==> src/rtl/pst_pkg.sv <==
// Package with shared types and constants for the process slot table.
`timescale 1ns / 1ps
`default_nettype none
package pst_pkg;
   localparam int SlotCount = 16;

   localparam logic [1:0] OP_SPAWN = 2'd0;
   localparam logic [1:0] OP_EXIT  = 2'd1;
   localparam logic [1:0] OP_WAIT  = 2'd2;
   localparam logic [1:0] OP_FIND  = 2'd3;

   localparam logic [2:0] ST_OK       = 3'd0;
   localparam logic [2:0] ST_INVAL    = 3'd1;
   localparam logic [2:0] ST_NOTFOUND = 3'd2;
   localparam logic [2:0] ST_FULL     = 3'd3;
   localparam logic [2:0] ST_NOCHILD  = 3'd4;

   typedef struct packed {
      logic        used;
      logic [30:0] pid;
      logic [30:0] parent;
      logic        exited;
      logic [31:0] code;
   } slot_type;

   // Command broadcast to every cell; the match token passed down the row is separate.
   typedef struct packed {
      logic        scan;     // compare this cycle
      logic        repar;    // hand children of tpid to the reaper this cycle
      logic [1:0]  op;
      logic [31:0] tpid;
      logic [30:0] ppid;
      logic [31:0] code;
      logic [30:0] reaper;
      logic [30:0] new_pid;
      logic        any;
   } cmd_type;
endpackage
`default_nettype wire

==> src/rtl/pst_cell.sv <==
// One slot of the table; passes a claim token to its neighbor.
`timescale 1ns / 1ps
`default_nettype none
module pst_cell (
   input  wire logic             clock,
   input  wire logic             reset,
   input  wire pst_pkg::slot_type reset_val,
   input  wire pst_pkg::cmd_type cmd,
   input  wire logic             token_in,  // an earlier slot already matched
   output logic                  token_out,
   output logic                  hit,
   output pst_pkg::slot_type     slot
);
   import pst_pkg::*;
   slot_type slot_ff, slot_in;
   logic     match;

   always_comb begin
      match = 1'b0;
      unique case (cmd.op)
         OP_SPAWN: match = !slot_ff.used;
         OP_EXIT, OP_FIND:
            match = slot_ff.used && ({1'b0, slot_ff.pid} == cmd.tpid);
         OP_WAIT: match = slot_ff.used && slot_ff.parent == cmd.ppid && slot_ff.exited
                          && (cmd.any || {1'b0, slot_ff.pid} == cmd.tpid);
         default: match = 1'b0;
      endcase
      hit = cmd.scan && match && !token_in;
      token_out = token_in || (cmd.scan && match);
      slot_in = slot_ff;
      if (hit) begin
         case (cmd.op)
            OP_SPAWN: begin
               slot_in.used = 1'b1;
               slot_in.pid = cmd.new_pid;
               slot_in.parent = cmd.ppid;
               slot_in.exited = 1'b1;
               slot_in.code = cmd.code;
            end
            OP_EXIT: begin
               slot_in.exited = 1'b1;
               slot_in.code = cmd.code;
            end
            OP_WAIT: slot_in = '0;
            default: ;
         endcase
      end
      // A used slot whose parent just exited is handed to the reaper.
      if (cmd.repar && slot_ff.used && {1'b0, slot_ff.parent} == cmd.tpid) begin
         slot_in.parent = cmd.reaper;
      end
   end

   always_ff @(posedge clock) begin
      if (reset) slot_ff <= reset_val;
      else slot_ff <= slot_in;
   end
   assign slot = slot_ff;
endmodule
`default_nettype wire

==> config.mk <==
export PLATFORM = sky130hd
export DESIGN_NAME = pst_cell
export DESIGN_NICKNAME = d
export VERILOG_FILES = /design/src/rtl/pst_pkg.sv /design/src/rtl/pst_cell.sv
export SDC_FILE = /design/constraint.sdc
export NUM_CORES = 1
export LEC_CHECK = 0
export BUFFER_PORTS_ARGS = -buffer_cell sky130_fd_sc_hd__buf_2
export CORE_AREA = 2 2 141 143
export CTS_CLUSTER_DIAMETER = 120
export DETAILED_ROUTE_END_ITERATION = 10
export DIE_AREA = 0 0 143 145
export HOLD_SLACK_MARGIN = 0.03
export PLACE_DENSITY = 0.66
export SYNTH_ARGS = -nofsm -noshare
export SYNTH_HDL_FRONTEND = slang
export SYNTH_SLANG_ARGS = --single-unit
==> constraint.sdc <==
create_clock -name clock -period 4.22 [get_ports clock]
set_input_delay 0.844 -clock clock [delete_from_list [all_inputs] [get_ports clock]]
set_output_delay 0.844 -clock clock [all_outputs]
set_load 0.02 [all_outputs]
## Word level (Yosys, flattened, before mapping)

Index checks and enable logic that the tools add are counted.
Widths: inputs -> output; s select.

| cells by class | value |
|---|---|
| mux-type cells | 6 |
| eq/ne operators | 6 |
| reductions and logical operators | 23 |

Operators by type and width:

| cell | count |
|---|---|
| $mux 96 | 2 |
| $pmux 63 s2 | 1 |
| $pmux 33 s2 | 1 |
| $eq 31x32->1 | 2 |
| $eq 31x31->1 | 1 |
| $mux 31 | 1 |
| $reduce_bool 3->1 | 3 |
| $logic_and 1x1->1 | 8 |
| $reduce_and 2->1 | 3 |
| $eq 2x2->1 const B | 2 |
| $reduce_bool 4->1 | 1 |
| $reduce_or 2->1 | 2 |
| $pmux 1 s3 | 1 |
| $eq 2x1->1 const B | 1 |
| $logic_not 1->1 | 2 |
| $logic_not 2->1 | 1 |
| $logic_or 1x1->1 | 2 |
| $reduce_bool 2->1 | 1 |

| storage, ports and cells | value |
|---|---|
| bits in registers | 96 |
| logic and storage cells | 40 |

## Longest topological paths before layout

Gate-level depths: netlist of the first run.

| logic depth | value |
|---|---|
| word-level depth | 10 |
| mapped depth | 7 |

## Least setup slack after synthesis of the first run

No wires, ideal clock.

| timing | value |
|---|---|
| path type | input to register |
| start | input cmd[125] in the netlist's numbering |
| end | register slot_ff, in the netlist slot[0] (enable) |
| arrival time | 4,104 ps |
| slack | -353 ps |
| cell stages on the path | 6 |
| buffers on the path | 0 |
| library setup time | 469 ps |
| cells stage by stage | xor2_1 -> nor4_1 -> nand4_1 -> o31ai_1 -> a21oi_1 -> o21ai_0 |

| on the way | value |
|---|---|
| longest elaborated chain between the ends | 9 |

RTL lines:

| what | RTL line | source |
|---|---|---|
| start: declaration | pst_cell.sv:8 | `input wire pst_pkg::cmd_type cmd,` |
| $eq 31x31->1 | pst_cell.sv:24 | `OP_WAIT: match = slot_ff.used && slot_ff.parent == cmd.ppid && slot_ff.exited` |
| $logic_and 1x1->1 (2 in series) | pst_cell.sv:24 |  |
| $logic_and 1x1->1 | pst_cell.sv:25 | `&& (cmd.any \|\| {1'b0, slot_ff.pid} == cmd.tpid);` |
| $pmux 1 s3 | pst_cell.sv:20 | `unique case (cmd.op)` |
| $logic_and 1x1->1 (2 in series) | pst_cell.sv:28 | `hit = cmd.scan && match && !token_in;` |
| $reduce_bool 2->1 (no source line) | -- |  |
| $reduce_and 2->1 (no source line) | -- |  |
| end signal: assignment | pst_cell.sv:55 | `if (reset) slot_ff <= reset_val;` |
| end signal: assignment | pst_cell.sv:56 | `else slot_ff <= slot_in;` |
| end: declaration | pst_cell.sv:15 | `slot_type slot_ff, slot_in;` |

No other way between the ends.
A chain may end at the register's enable or synchronous reset.

## Final worst setup path of the first run

| timing | value |
|---|---|
| start | input cmd[97] in the netlist's numbering |
| end | output hit |

| on the way | value |
|---|---|
| longest elaborated chain between the ends | 7 |

RTL lines:

| what | RTL line | source |
|---|---|---|
| $eq 31x31->1 | pst_cell.sv:24 |  |
| $logic_and 1x1->1 (2 in series) | pst_cell.sv:24 |  |
| $logic_and 1x1->1 | pst_cell.sv:25 |  |
| $pmux 1 s3 | pst_cell.sv:20 |  |
| $logic_and 1x1->1 (2 in series) | pst_cell.sv:28 |  |
| end: declaration | pst_cell.sv:11 | `output logic hit,` |

No other way between the ends.

==> key figures, run 1 <==
Timing
  • Final Hold Vio Count: 0
  • Period utilization: 89.0%
  • Skew final: 0.00902 ns
  • Fin worst setup slack: 0.466 ns
  • Fin. max-slew vios: 0
  • Worst slew margin: 38.1%
  • Tmin final: 3.75 ns
  • Worst slew pin tran: 0.927 ns
  • Final TNS setup: 0 ns
  • F_max: 266 MHz
  • Fin Hold WS: 0.761 ns
  • Setup Viol. Count Final: 0
  • Unrepaired setup endpoints after global routing: false

Clock tree
  • Post-CTS Setup Bufs: 0
  • Num Clock Sinks: 96
  • Root Driver: clkbuf_16
  • Clk_lat worst skew: 0.35 ns
  • Cts hold-fix bufs: 0
  • Clock tree from TritonCTS: done
  • H-tree depth: 3
  • TritonCTS buffer count: 9
  • Reg clk slew, reported paths: 0.08 ns
  • Clock buffer depth: 2
  • # resized after CTS: 0

Pwr
  • VDD IR max: 0.210 mV
  • Sw frac: 30.5%
  • Clock group share of total power: 33.4%
  • Comb power frac: 21.7%
  • P_sw: 823 uW
  • LEAKAGE: 3.50 nW
  • Internal power: 1.87 mW
  • Final Power: 2.70 mW
  • PD cells: 347 nW/um^2
  • Seq pwr share: 44.8%

GRT
  • Vias in the first global route: 4,947
  • Global-route wire length before repair: 30.3 mm
  • Grt met1 use: 23.2%
  • GR Overflow Total: 0
  • Largest net degree at the start of global routing: 77
  • Gr busiest metal: met2
  • GRT Util Overall: 20.5%
  • M2 GR Usage: 38.8%
  • Initial antenna violation count: 2
  • Met3 Track Usage GR: 4.36%

Setup path
  • Worst EP arrival: 2.91 ns
  • Reg2Reg Setup Slack: 1.11 ns
  • Critical path's slowest cell: nor4_1
  • Buf+Inv Stages, Crit Path: 2
  • Worst-path cell chain: buf_2, xor2_1, nor4_1, nand4_1, o31ai_1, a21oi_1, nor3_1, buf_2
  • Top Family by Delay on Critical Path: simple AND/OR/NAND/NOR gates
  • Critical path startpoint category: input port
  • Most used cell along the critical path: buf_2
  • Crit-path max FO: 3
  • Crit-path max cell delay: 0.55 ns
  • Critical path type: in -> out
  • Required @ worst endpoint: 3.38 ns
  • CP endpoint kind: output pin

Placed design
  • Setup WS pre-CTS: 0.476 ns
  • HPWL after DPL: 18.1 mm
  • Placed Cells: 1,035
  • # port buffers: 358
  • Placer Congestion: 0.842
  • DP Area: 7430 um^2

Floorplanning
  • Starting Density: 27.9%
  • Die area: 20,700 um^2
  • Row count: 51
  • Die height: 145 um
  • Core area: 19,200 um^2
  • Die X: 143 um
  • Boundary pin count: 359

Outcome
  • Status: complete, no violations

Final layout
  • FILL cells: 1,917
  • Final Util: 40.4%
  • Fin cells: 1,052
  • Layout area overhead: 44.8%
  • Final-stage net count: 1,042
  • Share of layout cells above drive strength 1: 50.9%
  • Post-route design area: 7760 um^2
  • Max reg flops: 96

Detailed routing
  • Drt wl/cell: 20.9 um
  • Initial DRC Count: 244
  • Avg Vias per Cell: 4.69
  • Drc violations: 0
  • Post-Route WL: 22.0 mm
  • Vias: 4,936
  • 1st-pass router iterations: 4
  • Remaining antenna violation count: 0

Logic synthesis
  • Avg Cell Area, Syn: 12.5 um^2
  • EDFF count, synth: 96
  • Synthesized cell area: 5360 um^2
  • Syn Nets: 691
  • Count of cell types in the netlist: 26
  • Synth Instances: 430
  • Synth Register Bits: 96
  • Register area share after synthesis: 53.8%
  • Ys flop type: edfxtp_1
  • Synth async-reset ratio: 0%
  • Yosys warns: 0

Job
  • Max_cap viols: 0

Hold path
  • Worst hold path type: in -> reg
[worst reg2reg max path: stages (launching register included)]
cell      delay [ns]
edfxtp_1        0.52
xor2_1          0.21
nor4_1          0.54
nand4_1         0.39
o31ai_1         0.34
a21oi_1         0.15
o21ai_4         0.18
buf_4           0.40
[synth_stat cells, types with 2 or more instances]
| master | instances | area share [%] |
|---|---|---|
| or2_2 | 2 | 0.23 |
| nor3_1 | 2 | 0.19 |
| o31ai_1 | 2 | 0.28 |
| a21oi_1 | 33 | 3.1 |
| nand2_1 | 3 | 0.21 |
| a22o_1 | 63 | 10 |
| nor4_1 | 21 | 2.5 |
| inv_1 | 4 | 0.28 |
| edfxtp_1 | 96 | 54 |
| xor2_1 | 83 | 14 |
| o2bb2ai_1 | 21 | 3.4 |
| nor2_1 | 34 | 2.4 |
| buf_6 | 6 | 1.3 |
| xnor2_1 | 10 | 1.6 |
| o21ai_0 | 3 | 0.28 |
| o2bb2ai_2 | 10 | 2.8 |
| a21o_1 | 2 | 0.28 |
| clkbuf_1 | 20 | 1.4 |
| nand4_1 | 8 | 0.93 |
[kinds of logic after synthesis]
group           Yosys count  synth area share, %
xor+xnor                 93                 15.2
compound gates          137                 20.9
buf+inv                  31                 3.01
simple gates             73                 7.10
flops                    96                 53.8
[placed cells by master (no fill, tap or decap)]
cell type  Yosys  routed
o22ai_1        1       1
o21ai_0        3       2
inv_8          0       1
o21ai_4        0       1
nand3b_1       1       1
nor4_4         1       1
a22o_1        63      63
xnor2_1       10      10
nor2_1        34      34
nor2b_4        0       1
diode_2        0       1
clkbuf_16      0       9
buf_4          0      10
nand4_1        8       8
o21bai_1       1       1
edfxtp_1      96      96
buf_2          0     357
clkinv_8       0       2
o2bb2ai_2     10      10
or2_2          2       2
nor4_1        21      21
a21oi_1       33      32
a21oi_4        0       1
a31o_2         1       1
nand2_1        3       3
nor3_1         2       2
bufinv_16      0       1
inv_6          0       2
a21o_1         2       2
xor2_1        83      83
o2bb2ai_1     21      21
clkinv_4       0       1
o31ai_1        2       2
inv_1          4       4
[routing by layer]
metal / share of wire, % / wire length, um
met1: 39 / 8600
met5: 0.050 / 11
met3: 5.5 / 1210
met2: 54 / 11800
met4: 1.5 / 340
[final cells by class]
type | instances | area, um^2 | share of cell area [%]
sequential | 96 | 2880 | 37.1
timing repair buffer | 367 | 1860 | 24.0
tap | 265 | 332 | 4.27
multi-input combinational | 303 | 2340 | 30.2
antenna | 1 | 2.50 | 0.0322
clock buffer | 9 | 225 | 2.90
inverter | 4 | 15.0 | 0.193
clock inverter | 7 | 100 | 1.29
[final timing paths]
path | from | end | cells after the start
setup / recovery | cmd[97] | hit | 8
hold / removal | reset_val[32] | slot[32]$_DFFE_PP_ | 2
setup reg to reg | slot[54]$_DFFE_PP_ | slot[28]$_DFFE_PP_ | 7
hold reg to reg | slot[40]$_DFFE_PP_ | slot[51]$_DFFE_PP_ | 6
[power by group through the flow]
stage	clock (mW)	sequential (mW)	combinational [mW]
2_1_floorplan	0	1.30	0.212
3_3_place_gp	0	1.23	0.590
3_5_place_dp	0	1.23	0.594
4_1_cts	0.930	1.21	0.597
5_1_grt	0.964	1.22	0.631
6_report	0.902	1.21	0.586
No activity file was read; power rests on OpenSTA's default activity.
==> run 2, diff against run 1 <==
Settings changed: MAX_ROUTING_LAYER set to met4, PLACE_DENSITY 0.66 to unset.
Clock period 4.22 ns to 3.8 ns, I/O delays scaled along.
==> run 2 against run 1 <==
  * Critical path depth fell by 1
  * Register-to-register slack worse by 0.08 ns
  * Sequential share of layout area about the same
  * Setup slack got worse by 0.16 ns
  * Worst hold slack got worse by 0.080 ns
  * Global-route usage hardly changed
  * Via count down 1.4%
  * Flip-flop and latch count stayed put
  * Non-clock buffer count rose by 2
  * Critical endpoint unchanged
==> key figures, run 2 (synthesis results as in run 1) <==
Setup path
  • Reg2Reg Setup Slack: 1.03 ns
  • Crit-path max FO: 3
  • Worst-path cell chain: xor2_1, nor4_1, nand4_1, o31ai_1, a21oi_1, nor3_1, buf_2
  • Critical path's slowest cell: edfxtp_1
  • Worst EP arrival: 2.73 ns
  • R2r worst-path depth: 7
  • Critical path startpoint category: flip-flop
  • Critical path type: reg -> out
  • Crit-path max cell delay: 0.50 ns
  • Required @ worst endpoint: 3.04 ns
  • CP endpoint kind: output pin
  • Reg2reg start: slot[54]$_DFFE_PP_
  • FF-to-FF End: slot[16]$_DFFE_PP_

Placed design
  • HPWL after DPL: 17.7 mm
  • DP Area: 7460 um^2
  • Placer Congestion: 0.860
  • # port buffers: 358

Hold path
  • Worst hold path type: in -> reg
  • Worst hold path endpoint: slot[32]$_DFFE_PP_
  • Hold path depth: 2
  • Worst Min Path Start: reset_val[32]

GRT
  • Largest net degree at the start of global routing: 97
  • GRT Util Overall: 20.5%
  • Global-route wire length before repair: 29.7 mm
  • Initial antenna violation count: 2
  • Vias in the first global route: 4,891
  • GR Overflow Total: 0

Pwr
  • P_sw: 878 uW
  • Clock group share of total power: 31.0%
  • PD cells: 373 nW/um^2
  • LEAKAGE: 3.50 nW
  • Comb power frac: 22.7%
  • Sw frac: 30.4%
  • Seq pwr share: 46.3%
  • Internal power: 2.01 mW
  • VDD IR max: 0.196 mV

Timing
  • Setup Viol. Count Final: 0
  • F_max: 286 MHz
  • Worst slew margin: 33.3%
  • Unrepaired setup endpoints after global routing: false
  • Final TNS setup: 0 ns
  • Skew final: 0.0167 ns
  • Period utilization: 91.9%
  • Final Hold Vio Count: 0
  • Worst slew pin tran: 1.00 ns
  • Tmin final: 3.49 ns
  • Fin. max-slew vios: 0

Floorplanning
  • Boundary pin count: 359
  • Starting Density: 27.9%
  • Core area: 19,200 um^2
  • Row count: 51
  • Die height: 145 um
  • Die area: 20,700 um^2
  • Die X: 143 um

Clock tree
  • Clk_lat worst skew: 0.35 ns
  • Cts hold-fix bufs: 0
  • TritonCTS buffer count: 9
  • Root Driver: clkbuf_16
  • # resized after CTS: 0
  • Clock buffer depth: 2
  • Post-CTS Setup Bufs: 0
  • H-tree depth: 3
  • Reg clk slew, reported paths: 0.08 ns
  • Clock tree from TritonCTS: done
  • Num Clock Sinks: 96

Detailed routing
  • Drt wl/cell: 20.2 um
  • Post-Route WL: 21.3 mm
  • 1st-pass router iterations: 4
  • Vias: 4,869
  • Drc violations: 0
  • Remaining antenna violation count: 0
  • Initial DRC Count: 166
  • Avg Vias per Cell: 4.62

Final layout
  • Layout area overhead: 44.8%
  • Max reg flops: 96
  • Final-stage net count: 1,044
  • Commonest non-fill, non-tap cell in the layout: buf_2
  • Most frequent cells in the layout: 357 x buf_2, 96 x edfxtp_1, 83 x xor2_1, 63 x a22o_1, 34 x nor2_1
  • FILL cells: 1,898
  • Post-route design area: 7760 um^2
  • Share of layout cells above drive strength 1: 50.9%

Job
  • Max_cap viols: 0

Outcome
  • Status: complete, no violations
-- run 2: cell types whose count changed in the layout (fill, tap and decap cells not counted) --
cell       delta
clkinv_8      -1
buf_12        +1
bufinv_16     -1
buf_4         +1
clkbuf_1      +1
clkinv_4      +2
inv_6         -1
diode_2       +1
-- run 2: worst max-delay path, delay by kind of cell (launching register included) --
family	cells	cell delay, ns
and+or+nand+nor	3	1.03
DFF	1	0.50
AOI/OAI and AO/OA	2	0.46
xor gates and xnor gates	1	0.21
buffers and inverters	1	0.19
-- run 2: power groups by stage --
stage          logic [mW]  clock network (mW)  registers, mW
2_1_floorplan       0.235                   0           1.44
3_3_place_gp        0.663                   0           1.37
3_5_place_dp        0.665                   0           1.37
4_1_cts             0.668               0.941           1.34
5_1_grt             0.708               0.973           1.35
6_report            0.655               0.896           1.34
-- run 2: area by class of cell --
class                           count  area (um^2)  area share (%)
Clock inverter                      6         62.6           0.807
Inverter                            4         15.0           0.194
Multi-Input combinational cell    303         2340            30.2
Timing Repair Buffer              369         1890            24.4
Clock buffer                       10          229            2.95
Tap cell                          265          332            4.27
Sequential cell                    96         2880            37.2
Antenna cell                        2         5.00          0.0645
-- run 2: worst max path at each step --
stage                             startpoint           endpoint  cells after the start
after floorplan                     cmd[125]  slot[0]$_DFFE_PP_                      6
after global placement              cmd[158]                hit                      8
after detailed placement            cmd[158]                hit                      8
after CTS                 slot[54]$_DFFE_PP_                hit                      7
after global routing      slot[35]$_DFFE_PP_                hit                      7
final                     slot[54]$_DFFE_PP_                hit                      7
-- run 2: stage by stage --
| stage | hold WS, ns | worst slack [ns] | std cells | power [mW] | util (%) |
|---|---|---|---|---|---|
| after floorplan | 0.943 | 0.205 | 430 | 1.68 | - |
| after global placement | 1.04 | 0.326 | 1037 | 2.03 | 38.8 |
| after detailed placement | 1.04 | 0.335 | 1037 | 2.03 | 38.8 |
| after CTS | 0.662 | 0.297 | 1053 | 2.95 | 40.4 |
| after global routing | 0.668 | 0.209 | 1055 | 3.03 | 40.4 |
| final | 0.680 | 0.309 | 1055 | 2.89 | 40.4 |
-- run 2: layer usage --
metal	vias to the layer above	GRT usage, %	wire (um)
met2	229	36.8	11100
li1	2372	-	-
met1	2242	23.1	8420
met4	0	6.39	498
met3	26	3.56	1250
met5	-	-	0
